## config.mk

```make
export PLATFORM = sky130hd
export DESIGN_NAME = gdn_datapath
export DESIGN_NICKNAME = d
export VERILOG_FILES = /design/src/rtl/gdn_pkg.sv /design/src/rtl/gdn_datapath.sv
export SDC_FILE = /design/constraint.sdc
export NUM_CORES = 1
export LEC_CHECK = 0
export BUFFER_PORTS_ARGS = -buffer_cell sky130_fd_sc_hd__buf_2
export CAP_MARGIN = 20
export CORE_MARGIN = 4
export CORE_UTILIZATION = 35
export CTS_BUF_LIST = sky130_fd_sc_hd__clkbuf_16
export DETAILED_ROUTE_END_ITERATION = 10
export PLACE_DENSITY = 0.61
export REMOVE_ABC_BUFFERS = 1
export SETUP_SLACK_MARGIN = 0.15
export SYNTH_ARGS = -nofsm -noshare
export SYNTH_HDL_FRONTEND = slang
export SYNTH_SLANG_ARGS = --single-unit
```

## constraint.sdc

```tcl
create_clock -name clk -period 17.4 [get_ports clk]
set_input_delay 5.22 -clock clk [delete_from_list [all_inputs] [get_ports clk]]
set_output_delay 5.22 -clock clk [all_outputs]
set_load 0.005 [all_outputs]
```

## src/rtl/gdn_pkg.sv

```systemverilog
// Package for the Gregorian day number converter: payload and control types,
// field widths, the year-peel step table and calendar helpers.
// No dependencies; every other file of the block but gdn_stream_if imports it.
package gdn_pkg;

  // Default for the top-level year limit
  localparam int unsigned MAX_YEAR_DEF = 9999;

  // Field widths
  localparam int YEAR_W  = 14;
  localparam int MONTH_W = 4;
  localparam int DAY_W   = 5;
  localparam int HOUR_W  = 5;
  localparam int MIN_W   = 6;
  localparam int SEC_W   = 6;
  localparam int COUNT_W = 22;
  localparam int SOD_W   = 17;

  // Working widths: remainder and day accumulator hold 146097 * 32
  localparam int REM_W   = 23;
  localparam int ACC_W   = 23;
  localparam int MREM_W  = 12;   // seconds within an hour

  // Year peel: 6 x 400-year, 2 x 100-year, 5 x 4-year, 2 x 1-year steps
  localparam int NUM_STEPS = 15;
  localparam int STEP_W    = 4;
  localparam logic [STEP_W-1:0] LAST_STEP = STEP_W'(NUM_STEPS - 1);

  // Time of day constants; reciprocals are exact over the legal ranges
  localparam logic [SOD_W-1:0]  SECS_PER_DAY  = 17'd86400;
  localparam logic [MREM_W-1:0] SECS_PER_HOUR = 12'd3600;
  localparam logic [MREM_W-1:0] SECS_PER_MIN  = 12'd60;
  localparam logic [15:0]       HOUR_RECIP    = 16'd37283;  // 2^27 / 3600, rounded up
  localparam int                HOUR_SHIFT    = 27;
  localparam logic [12:0]       MIN_RECIP     = 13'd4370;   // 2^18 / 60, rounded up
  localparam int                MIN_SHIFT     = 18;

  localparam logic [MONTH_W-1:0] MONTH_JAN = 4'd1;
  localparam logic [MONTH_W-1:0] MONTH_FEB = 4'd2;
  localparam logic [MONTH_W-1:0] MONTH_DEC = 4'd12;

  // Days before the first of each month in a common year
  localparam logic [8:0] CUM_DAYS [12] = '{
    9'd0, 9'd31, 9'd59, 9'd90, 9'd120, 9'd151,
    9'd181, 9'd212, 9'd243, 9'd273, 9'd304, 9'd334
  };

  typedef enum logic [1:0] {
    ST_IDLE,
    ST_YEAR,
    ST_MONTH,
    ST_FINISH
  } gdn_state_t;

  // Which digit of the year offset a peel step belongs to
  typedef enum logic [1:0] {
    GRP_400,
    GRP_100,
    GRP_4,
    GRP_1
  } gdn_grp_t;

  typedef struct packed {
    logic [YEAR_W-1:0] yrs;
    logic [ACC_W-1:0]  days;
    gdn_grp_t          grp;
    logic [2:0]        pos;
  } gdn_step_t;

  typedef struct packed {
    logic                 action;
    logic [YEAR_W-1:0]    in_year;
    logic [MONTH_W-1:0]   in_month;
    logic [DAY_W-1:0]     in_day;
    logic [HOUR_W-1:0]    in_hour;
    logic [MIN_W-1:0]     in_minute;
    logic [SEC_W-1:0]     in_second;
    logic [COUNT_W-1:0]   in_day_count;
    logic [SOD_W-1:0]     in_second_of_day;
  } gdn_in_t;

  typedef struct packed {
    logic [COUNT_W-1:0]   out_day_count;
    logic [SOD_W-1:0]     out_second_of_day;
    logic [YEAR_W-1:0]    out_year;
    logic [MONTH_W-1:0]   out_month;
    logic [DAY_W-1:0]     out_day;
    logic [HOUR_W-1:0]    out_hour;
    logic [MIN_W-1:0]     out_minute;
    logic [SEC_W-1:0]     out_second;
    logic                 valid_res;
  } gdn_out_t;

  // Sequencer to datapath
  typedef struct packed {
    logic              start;
    logic              year_step;
    logic              month_step;
    logic              finish;
    logic [STEP_W-1:0] step;
  } gdn_ctrl_t;

  // Datapath to sequencer
  typedef struct packed {
    logic month_more;
  } gdn_stat_t;

  // Time split and join results
  typedef struct packed {
    logic [HOUR_W-1:0] hour;
    logic [MIN_W-1:0]  minute;
    logic [SEC_W-1:0]  second;
    logic [SOD_W-1:0]  sod_join;
  } gdn_time_t;

  // Year-peel weights, largest first: years and the days they span
  function automatic gdn_step_t step_entry(input logic [STEP_W-1:0] idx);
    gdn_step_t e;
    case (idx)
      4'd0:    e = '{yrs: 14'd12800, days: 23'd4675104, grp: GRP_400, pos: 3'd5};
      4'd1:    e = '{yrs: 14'd6400,  days: 23'd2337552, grp: GRP_400, pos: 3'd4};
      4'd2:    e = '{yrs: 14'd3200,  days: 23'd1168776, grp: GRP_400, pos: 3'd3};
      4'd3:    e = '{yrs: 14'd1600,  days: 23'd584388,  grp: GRP_400, pos: 3'd2};
      4'd4:    e = '{yrs: 14'd800,   days: 23'd292194,  grp: GRP_400, pos: 3'd1};
      4'd5:    e = '{yrs: 14'd400,   days: 23'd146097,  grp: GRP_400, pos: 3'd0};
      4'd6:    e = '{yrs: 14'd200,   days: 23'd73048,   grp: GRP_100, pos: 3'd1};
      4'd7:    e = '{yrs: 14'd100,   days: 23'd36524,   grp: GRP_100, pos: 3'd0};
      4'd8:    e = '{yrs: 14'd64,    days: 23'd23376,   grp: GRP_4,   pos: 3'd4};
      4'd9:    e = '{yrs: 14'd32,    days: 23'd11688,   grp: GRP_4,   pos: 3'd3};
      4'd10:   e = '{yrs: 14'd16,    days: 23'd5844,    grp: GRP_4,   pos: 3'd2};
      4'd11:   e = '{yrs: 14'd8,     days: 23'd2922,    grp: GRP_4,   pos: 3'd1};
      4'd12:   e = '{yrs: 14'd4,     days: 23'd1461,    grp: GRP_4,   pos: 3'd0};
      4'd13:   e = '{yrs: 14'd2,     days: 23'd730,     grp: GRP_1,   pos: 3'd1};
      4'd14:   e = '{yrs: 14'd1,     days: 23'd365,     grp: GRP_1,   pos: 3'd0};
      default: e = '{yrs: '0,        days: '0,          grp: GRP_400, pos: '0};
    endcase
    return e;
  endfunction

  // Leap test from the digits of the year offset (year - 1):
  // last year of a 4-year group, unless it closes a century other than the 4th
  function automatic logic leap_of(input logic [1:0] b, input logic [4:0] c,
                                   input logic [1:0] d);
    return (d == 2'd3) && ((c != 5'd24) || (b == 2'd3));
  endfunction

  function automatic logic [DAY_W-1:0] month_len(input logic [MONTH_W-1:0] m,
                                                 input logic leap);
    logic [DAY_W-1:0] len;
    case (m)
      MONTH_FEB:                  len = leap ? 5'd29 : 5'd28;
      4'd4, 4'd6, 4'd9, 4'd11:    len = 5'd30;
      default:                    len = 5'd31;
    endcase
    return len;
  endfunction

endpackage

```

## src/rtl/gdn_datapath.sv

```systemverilog
// Converter datapath: one shared compare-and-subtract unit peels years and
// months, plus accumulators, year-offset digits and result assembly.
// Depends on gdn_pkg.
module gdn_datapath #(
  parameter int unsigned MAX_YEAR = gdn_pkg::MAX_YEAR_DEF
) (
  input  logic                clk,
  input  gdn_pkg::gdn_ctrl_t  ctrl,
  input  gdn_pkg::gdn_in_t    in_item,
  input  gdn_pkg::gdn_in_t    item,
  input  gdn_pkg::gdn_time_t  tsplit,
  output gdn_pkg::gdn_stat_t  stat,
  output gdn_pkg::gdn_out_t   result
);
  import gdn_pkg::*;

  // Last day of year MAX_YEAR, counted from 0001-01-01
  localparam int unsigned LAST_DAY =
    365 * MAX_YEAR + MAX_YEAR / 4 - MAX_YEAR / 100 + MAX_YEAR / 400 - 1;

  logic [REM_W-1:0]   rem_r;
  logic [YEAR_W-1:0]  acc_yr_r;
  logic [ACC_W-1:0]   acc_day_r;
  logic [1:0]         dig_b_r;
  logic [4:0]         dig_c_r;
  logic [1:0]         dig_d_r;
  logic [MONTH_W-1:0] mon_r;

  gdn_step_t          st;
  logic               leap;
  logic [DAY_W-1:0]   mlen_run;
  logic [REM_W-1:0]   operand;
  logic [REM_W:0]     diff;
  logic               fits;
  logic [YEAR_W-1:0]  year_m1;

  assign st       = step_entry(ctrl.step);
  assign leap     = leap_of(dig_b_r, dig_c_r, dig_d_r);
  assign mlen_run = month_len(mon_r, leap);
  assign year_m1  = in_item.in_year - 14'd1;

  // Shared unit operand: month length, day weight or year weight
  always_comb begin
    priority if (ctrl.month_step) operand = {18'd0, mlen_run};
    else if (item.action)         operand = st.days;
    else                          operand = {9'd0, st.yrs};
  end

  assign diff = {1'b0, rem_r} - {1'b0, operand};
  assign fits = !diff[REM_W];
  assign stat.month_more = (mon_r != MONTH_DEC) && fits;

  // Peel registers: date to count peels years off (year - 1),
  // count to date peels days off the count
  always_ff @(posedge clk) begin
    if (ctrl.start) begin
      rem_r     <= in_item.action ? {1'b0, in_item.in_day_count} : {9'd0, year_m1};
      acc_yr_r  <= '0;
      acc_day_r <= '0;
      dig_b_r   <= '0;
      dig_c_r   <= '0;
      dig_d_r   <= '0;
      mon_r     <= MONTH_JAN;
    end else if (ctrl.year_step && fits) begin
      rem_r     <= diff[REM_W-1:0];
      acc_yr_r  <= acc_yr_r + st.yrs;
      acc_day_r <= acc_day_r + st.days;
      unique case (st.grp)
        GRP_400: ;
        GRP_100: dig_b_r[st.pos[0]] <= 1'b1;
        GRP_4:   dig_c_r[st.pos]    <= 1'b1;
        GRP_1:   dig_d_r[st.pos[0]] <= 1'b1;
      endcase
    end else if (ctrl.month_step && stat.month_more) begin
      rem_r <= diff[REM_W-1:0];
      mon_r <= mon_r + 4'd1;
    end
  end

  // Date to count checks and sum
  logic               month_ok, year_ok, date_ok, time_ok, feb_adj, in_ok;
  logic [MONTH_W-1:0] m_idx;
  logic [DAY_W-1:0]   mlen_in, d_m1;
  logic [ACC_W-1:0]   count_full;

  assign month_ok = (item.in_month >= MONTH_JAN) && (item.in_month <= MONTH_DEC);
  assign m_idx    = month_ok ? item.in_month - 4'd1 : '0;
  assign mlen_in  = month_len(month_ok ? item.in_month : MONTH_JAN, leap);
  assign year_ok  = (item.in_year != '0) && ({18'd0, item.in_year} <= MAX_YEAR);
  assign date_ok  = year_ok && month_ok && (item.in_day != '0) && (item.in_day <= mlen_in);
  assign time_ok  = (item.in_hour < 5'd24) && (item.in_minute < 6'd60)
                 && (item.in_second < 6'd60);
  assign feb_adj  = leap && (item.in_month > MONTH_FEB);
  assign d_m1     = item.in_day - 5'd1;
  assign count_full = acc_day_r + {14'd0, CUM_DAYS[m_idx]} + {22'd0, feb_adj}
                    + {18'd0, d_m1};

  // Count to date range check
  assign in_ok = ({10'd0, item.in_day_count} <= LAST_DAY)
              && (item.in_second_of_day < SECS_PER_DAY);

  // Result assembly; fields of the other direction stay zero
  always_comb begin
    result = '0;
    if (!item.action) begin
      result.out_day_count     = date_ok ? count_full[COUNT_W-1:0] : '0;
      result.out_second_of_day = time_ok ? tsplit.sod_join : '0;
      result.valid_res         = date_ok && time_ok;
    end else if (in_ok) begin
      result.out_year   = acc_yr_r + 14'd1;
      result.out_month  = mon_r;
      result.out_day    = rem_r[DAY_W-1:0] + 5'd1;
      result.out_hour   = tsplit.hour;
      result.out_minute = tsplit.minute;
      result.out_second = tsplit.second;
      result.valid_res  = 1'b1;
    end
  end

endmodule

```

; ---- Word level (Yosys, flattened, before mapping)
; Memories as Yosys holds them, arrays and structs flattened.
; Index checks and enable logic that the tools add are counted.
[word_totals]
mem_bits_ro = 816
latchBits = 0
out_inout_bits = 81
mem_bits_rw = 0
reg_bits = 73
n_memories = 2
[memory_table]
columns = memory, words, word_bits, read_ports, rd_ports_with_merged_regs, wr, line_no
row1 = (name not given), 16, 42, 1, 0, 0, gdn_pkg.sv:119  ; case (idx)
row2 = (name not given), 16, 9, 1, 0, 0, gdn_datapath.sv:95  ; assign count_full = acc_day_r + {14'd0, CUM_DAYS[m_idx]} + {22'd0, feb_adj}
[op_classes]
div = 0
n_lt_le_gt_ge = 15
multipliers = 0
shift = 0
bitwise = 5
n_eq_ne = 17
n_mux = 23
n_reduce_logical = 27
addsub = 12
[ops]
columns = cell, n
row1 = 23-bit two-way mux, 5
row2 = 22-bit two-way mux, 2
row3 = 41-bit two-way mux, 1
row4 = 40-bit two-way mux, 1
row5 = 39-bit two-way mux, 1
row6 = 23-bit by 23-bit subtractor with 24-bit output, 1
row7 = 23-bit adder, 1
row8 = 22-bit by 1-bit adder with 22-bit output, 1
row9 = 22-bit by 5-bit adder with 22-bit output, 1
row10 = 22-bit by 9-bit adder with 22-bit output, 1
row11 = "22-bit <= comparator, second input constant", 1
row12 = 9-bit two-way mux, 2
row13 = "17-bit less-than comparator, second input constant", 1
row14 = 17-bit two-way mux, 1
row15 = "4-bit by 3-bit equality test with 1-bit output, second input constant", 4
row16 = "4-bit equality test, second input constant", 4
row17 = 1-bit logical AND, 16
row18 = "14-bit by 1-bit adder with 14-bit output, second input constant", 1
row19 = 14-bit adder, 1
row20 = "14-bit <= comparator, second input constant", 1
row21 = 14-bit nonzero test, 1
row22 = "14-bit by 1-bit subtractor with 14-bit output, second input constant", 1
row23 = "6-bit less-than comparator, second input constant", 2
row24 = "2-bit equality test, second input constant", 4
row25 = 33 further kinds, 44

; ---- Depth between registers and ports, before layout
; Gate-level depths: netlist of run 1.
[logic_depth]
ltp_word = 13
depth_mapped = 20

; ---- Worst setup path before layout of run 1
; No wires, ideal clock.
[synth_path]
path_type = in2out
startpoint = in item[61] (netlist bit)
endpoint = out result[76] (netlist bit)
cell_stages = 18
arrival_time_ns = 8.936
slack_ns = 3.244
path_cell_list = inv_1 ha_1 nor2_1 a31o_2 nor2_1 o21ai_0 fa_1 ha_1 inv_1 fa_1 nor2b_1 o21ai_0 a21boi_0 o21ai_0 a211oi_1 o2111ai_1 xor2_1 nor2_1
[synth_lines]
columns = element, line_no
row1 = "start, declared", gdn_datapath.sv:10  ; input gdn_pkg::gdn_in_t item,
row2 = "end, declared", gdn_datapath.sv:13  ; output gdn_pkg::gdn_out_t result

==> reports/results.ini, run 1 <==
[power_and_ir_drop]
p_clk_share_pct=16.0
intPower_mw=0.692
p_sw_mw=0.578
p_sw_share_pct=45.5
powerDensity_mw_per_mm2=118
pwr-share-seq_pct=22.8
p_comb_share_pct=61.2
ir_drop_mv=0.0503
p_leak_nw=5.02

[sta]
slew_headroom_pct=35.0
fin_tns_setup_ns=0
skew_ns=0.0111
fin_crit_ns=14.96
final.period_utilization_pct=86.0
timing.hold.ws_ns=0.477
final-hold-violation-count=0
grt_setup_unrepaired=no
worst_pin_slew_ns=0.974
finalMaxSlewViolations=0
setup_ws_ns=2.44
fmax_mhz=66.9
setup_viol=0

[global_routing]
grt_pass1_vias=8637
grt.busiest_layer=met2
grt_max_degree=56
use_met1_pct=24.5
grt_pass1_wl_um=42700
grt_use_met2_pct=29.7
grt_overflow=0
grt_use_total_pct=17.9
antenna_found_initial=3
grt_util_met3_pct=2.31

[routing]
post_drt_wl_per_cell_um=15.1
drtIter0Drc=567
drt_wl_total_um=26600
drc=0
dr.pass1.iters=6
ant_nets=0
vias=9205
via_per_inst=5.22

[synthesis]
synthDistinctLibCells=77
synth_warnings=0
ys_ff_latch=72
yosysSeqAreaShare_pct=18.3
synthCells=1242
netlist_area_sq_mm=0.00912
synthArstFlopShare_pct=0
avgSynthCellArea_sq_um=7.35
synth_enable_flop_cells=23
synth_flop_cell=dfxtp_1

[clock_tree]
cts_max_level=3
cts_resized=0
clk_latency_ns=0.35
cts.sinks=72
cts_tree=built
cts_made_buffers=9
cts-hold-fix-buffers=0
clk_pin_slew_worst_paths_ns=0.07
cts_buffer_depth=2
postCtsSetupRepairBufs=0
cts_root_buffer=clkbuf_16

[floorplanning]
ios=284
initial_core_util_pct=35.9
rows=58
coreArea_sq_mm=0.0254
die_h_um=169
die_w_um=169
die-area_sq_mm=0.0287

[critical_path]
path_class=in -> out
r2r_slack_ns=13.43
slowest_stage=a211oi_1
required_ns=12.18
max_stage_delay_ns=0.61
crit_fanout=6
worst_ep_arrival_time_ns=9.74
critPathLaunchType=input port
cp-end-kind=primary output
worstPathCellList=buf_2, inv_1, ha_1, nor2_1, a31oi_1, nand2_1, ha_1, o21ai_0, fa_1, ha_1, inv_1, fa_1, nor2b_1, o21ai_0, a21boi_0, o21ai_0, a211oi_1, o2111ai_1, xor2_1, nor2_1, buf_2

[final_layout]
layout_commonest_cell=buf_2
final_cell_mix=buf_2, nand2_1, nor2_1, a21oi_1, ha_1
synthToLayoutAreaGrowth_pct=18.4
final_cell_area_sq_mm=0.0108
fin_nets=1733
layoutNonFillerInstCount=1764
fillers=2676
drive_gt1_share_pct=20.1

[place]
numPortBuffers=225
dpl_cell_area_sq_mm=0.0105
dp.cells=1744
routabilityCongestion=0.930
pre_cts_ws_ns=2.41
hpwl_um=21200

[status]
status=completed

[run]
maxCapViolCount=0

[min_path]
hp-class=reg -> reg

## critical path: cells and delay by family
kind | cells | cell delay, ns
AO/OA/AOI/OAI | 7 | 1.74
adder cells (fa/ha/maj) | 5 | 1.65
AND/OR/NAND/NOR | 4 | 0.55
buffers and inverters | 4 | 0.39
XOR/XNOR | 1 | 0.18
## metrics by stage
step | util [%] | power [mW]
after floorplan | - | 0.865
after global placement | 41.2 | 1.06
after detailed placement | 41.2 | 1.07
after CTS | 42.5 | 1.27
after global routing | 42.5 | 1.39
final | 42.5 | 1.27
## metal layers
| metal | share of wire [%] | up-vias | wire length (um) |
|---|---|---|---|
| met5 | 0 | - | 0 |
| met2 | 47 | 211 | 12400 |
| li1 | - | 4795 | - |
| met3 | 4.1 | 32 | 1100 |
| met4 | 1.8 | 0 | 467 |
| met1 | 47 | 4167 | 12600 |
## sequential cells by signal, summed over array words and instances, names as in the netlist
name       cells
rem_r         23
acc_day_r     22
acc_yr_r      14
dig_c_r        5
mon_r          4
dig_b_r        2
dig_d_r        2
## final cells by class
cell class                 count  area [sq um]  share of cell area [%]
clock buffer                  10           250                    2.32
multi-input combinational   1057          7010                    64.9
tap                          330           413                    3.82
antenna                        3          7.51                  0.0695
clock inverter                 6          72.6                   0.672
timing repair buffer         230          1160                    10.8
sequential                    72          1670                    15.5
inverter                      56           210                    1.95
## cell families after synthesis
logic type      after synthesis  synth area share (%)
simple gates                505                  26.5
compound gates              335                  23.9
buf+inv                     113                  4.90
fa+ha+maj                   104                  15.0
xor+xnor                     83                  7.97
flops                        72                  18.3
mux                          30                  3.44
## worst paths after layout
kind / depth (start not counted) / start / to
max reg2reg: 16 / dig_c_r[0]$_SDFFE_PP0P_ / acc_day_r[21]$_SDFFE_PP0P_
min: 2 / dig_d_r[0]$_SDFFE_PP0P_ / dig_d_r[0]$_SDFFE_PP0P_
max: 21 / item[61] / result[76]
min reg2reg: 2 / dig_d_r[0]$_SDFFE_PP0P_ / dig_d_r[0]$_SDFFE_PP0P_
## power by group through the flow
| stage | Combinational, mW | Clock (mW) | Sequential [mW] |
|---|---|---|---|
| floorplan | 0.589 | 0 | 0.276 |
| global placement | 0.766 | 0 | 0.291 |
| detailed placement | 0.772 | 0 | 0.293 |
| CTS | 0.778 | 0.207 | 0.290 |
| global route | 0.884 | 0.212 | 0.297 |
| finish | 0.777 | 0.203 | 0.290 |
## cell usage after synthesis (all sizes together) (8+ instances only)
cell | count | area, sq um
mux2i | 19 | 190
buf | 13 | 71.3
a31oi | 9 | 56.3
mux2 | 11 | 124
xor2 | 24 | 210
inv | 56 | 210
a21oi | 104 | 524
ha | 95 | 1190
and3 | 14 | 87.6
nor4 | 8 | 50.1
edfxtp | 23 | 691
nand4 | 8 | 50.1
o21bai | 10 | 75.1
or2 | 11 | 68.8
nor3 | 32 | 170
clkbuf | 44 | 165
a21o | 31 | 233
and2 | 47 | 294
o21a | 13 | 105
a211oi | 13 | 103
or3 | 12 | 80.1
nand3 | 35 | 175
nand2 | 145 | 549
nand2b | 13 | 81.3
fa | 9 | 180
dfxtp | 49 | 981
o21ai | 81 | 405
nor2b | 18 | 113
xnor2 | 59 | 517
nand3b | 9 | 67.6
nor2 | 142 | 533
o211ai | 12 | 90.1
(Power assumes the default switching activity.)
==> inputs of run 2 (changes only) <==
Settings changed: ABC_AREA set to 1, CORE_MARGIN 4 to 2.
==> reports/results.ini, run 2 <==
[status]
status=completed

[floorplanning]
rows=60  ; +3.4%
die_w_um=170  ; +0.31%
coreArea_sq_mm=0.0270  ; +6.4%
die-area_sq_mm=0.0289  ; +0.63%
initial_core_util_pct=35.7  ; -0.24 points
die_h_um=170  ; +0.31%
ios=284  ; unchanged

[final_layout]
reg_top3=rem_r x23, acc_day_r x22, acc_yr_r x14
fin_nets=2122  ; +22%
layout_commonest_cell=nand2_1
fillers=2964  ; +11%
layoutNonFillerInstCount=2162  ; +23%
synthToLayoutAreaGrowth_pct=18.8
final_cell_mix=nand2_1, inv_1, nor2_1, buf_2, a21oi_1
top_register=rem_r
drive_gt1_share_pct=15.1  ; -4.9 points
largest_reg_flops=23  ; unchanged

[critical_path]
rr_endpoint=rem_r[12]$_DFFE_PP_
reg2reg_from=mon_r[0]$_SDFFE_PP1P_
crit_end=result[78]
worst_ep_arrival_time_ns=9.75  ; about the same
slowest_stage=fa_1
required_ns=12.18  ; about the same
critPathLaunchType=input port
path_class=in -> out
startpoint=item[62]
cp-end-kind=primary output
max_stage_delay_ns=0.49  ; -0.12 ns
reg2reg_depth=18  ; +2
crit_fanout=8  ; +2
r2r_slack_ns=13.84  ; +0.41 ns

[min_path]
min-delay-start=dig_b_r[1]$_SDFFE_PP0P_
worstHoldPathCells=2  ; unchanged
hp-class=reg -> reg

[power_and_ir_drop]
p_sw_share_pct=49.2  ; +3.7 points
p_clk_share_pct=16.3  ; +0.3 points
powerDensity_mw_per_mm2=127  ; +8.3%
ir_drop_mv=0.0495  ; -1.6%
p_sw_mw=0.718  ; +24%
p_comb_share_pct=62.4  ; +1.2 points
pwr-share-seq_pct=21.3  ; -1.5 points
intPower_mw=0.740  ; +6.9%
p_leak_nw=5.97  ; +19%

[clock_tree]
cts_root_buffer=clkbuf_16
cts.sinks=72  ; unchanged
cts_made_buffers=9  ; unchanged
cts_resized=0  ; unchanged
cts_tree=built
cts-hold-fix-buffers=0  ; unchanged
clk_pin_slew_worst_paths_ns=0.06  ; about the same
cts_buffer_depth=2  ; unchanged
postCtsSetupRepairBufs=0  ; unchanged
clk_latency_ns=0.35  ; about the same
cts_max_level=3  ; unchanged

[global_routing]
grt_use_total_pct=20.4  ; +2.6 points
grt_overflow=0  ; unchanged
grt_pass1_wl_um=47700  ; +12%
grt_max_degree=50  ; -11%
grt_pass1_vias=10007  ; +16%
antenna_found_initial=1  ; -2

[sta]
grt_setup_unrepaired=no
skew_ns=0.00874  ; -0.00240 ns
setup_ws_ns=2.43  ; -0.0162 ns
setup_viol=0  ; unchanged
worst_pin_slew_ns=0.895  ; -0.0797 ns
fin_crit_ns=14.97  ; +0.0162 ns
fmax_mhz=66.8  ; -0.11%
finalMaxSlewViolations=0  ; unchanged
final.period_utilization_pct=86.1  ; +0.093 points
timing.hold.ws_ns=0.453  ; -0.0240 ns
fin_tns_setup_ns=0  ; unchanged
slew_headroom_pct=40.3  ; +5.2 points
final-hold-violation-count=0  ; unchanged

[synthesis]
synthCells=1607  ; +29%
ys_ff_latch=72  ; unchanged
yosys.area.top_type=nand2_1
synth_enable_flop_cells=23  ; unchanged
netlist_area_sq_mm=0.00964  ; +5.7%
netlist.area_leader.share_pct=13.4  ; +0.32 points
avgSynthCellArea_sq_um=6.00  ; -18%
synthTopCellsByArea=nand2_1, ha_1, dfxtp_1, inv_1, nor2_1
synth.most_common_cell=nand2_1
synthTopCellsByCount=nand2_1, inv_1, nor2_1
synthDistinctLibCells=47  ; -39%
synthArstFlopShare_pct=0  ; unchanged
synth_warnings=0  ; unchanged
synth_flop_cell=dfxtp_1
yosysSeqAreaShare_pct=17.3  ; -0.99 points

[place]
pre_cts_ws_ns=2.43  ; +0.0290 ns
dp.cells=2144  ; +23%
numPortBuffers=225  ; unchanged
routabilityCongestion=0.942  ; +1.3%
hpwl_um=25000  ; +18%

[routing]
drtIter0Drc=591  ; +4.2%
drc=0  ; unchanged
via_per_inst=5.02  ; -3.9%
vias=10845  ; +18%
drt_wl_total_um=30400  ; +14%
ant_nets=0  ; unchanged
dr.pass1.iters=5  ; -1
post_drt_wl_per_cell_um=14.0  ; -6.9%

[run]
maxCapViolCount=0  ; unchanged

[run 2: power by group through the flow]
stage	logic [mW]	registers (mW)	clock network (mW)
floorplan	0.673	0.290	0
global placement	0.888	0.312	0
detailed placement	0.900	0.313	0
CTS	0.908	0.310	0.242
global route	1.04	0.319	0.249
finish	0.909	0.310	0.238
[run 2: stage by stage]
stage / area [sq um] / util, % / power, mW
floorplan: 9460 / - / 0.963
global route: 11500 / 42.4 / 1.61
global placement: 11100 / 40.9 / 1.20
detailed placement: 11100 / 40.9 / 1.21
CTS: 11400 / 42.3 / 1.46
finish: 11500 / 42.4 / 1.46
[run 2: layer usage]
metal,vias to the layer above,wire length [um],GRT usage (%)
met3,47,1620,2.53
met5,-,0,0
met1,4804,13700,25.9
li1,5688,-,-
met2,306,14300,35.4
met4,0,783,7.58
[run 2: worst min-delay path by stage]
stage | to | slack, ns
after floorplan | dig_c_r[2]$_SDFFE_PP0P_ | 0.42
after global routing | dig_c_r[2]$_SDFFE_PP0P_ | 0.47
after detailed placement | dig_c_r[4]$_SDFFE_PP0P_ | 0.45
final | dig_b_r[1]$_SDFFE_PP0P_ | 0.45
after CTS | dig_c_r[4]$_SDFFE_PP0P_ | 0.46
after global placement | dig_b_r[0]$_SDFFE_PP0P_ | 0.44
[run 2: final cells by class]
cell class                 count  area (sq um)  area share [%]
clock inverter                 5           108           0.939
timing repair buffer         232          1180            10.3
antenna                        1          2.50          0.0218
sequential                    72          1670            14.6
clock buffer                  11           275            2.40
inverter                     250           941            8.21
tap                          341           427            3.72
multi-input combinational   1250          6850            59.8
[run 2: worst max-delay path, delay by kind of cell]
kind | cells | cell delay [ns]
AO/OA/AOI/OAI | 4 | 0.90
adder cells (fa/ha/maj) | 5 | 1.60
buffers and inverters | 7 | 0.73
AND/OR/NAND/NOR | 10 | 1.29
[run 2: logic make-up after synthesis]
group	Yosys count	share of synthesized area [%]
multiplexers	1	0.104
adder cells (fa/ha/maj)	104	14.2
XOR/XNOR	53	4.81
flip-flops	72	17.3
buffers and inverters	285	11.6
AO/OA/AOI/OAI	312	17.8
AND/OR/NAND/NOR	780	34.2
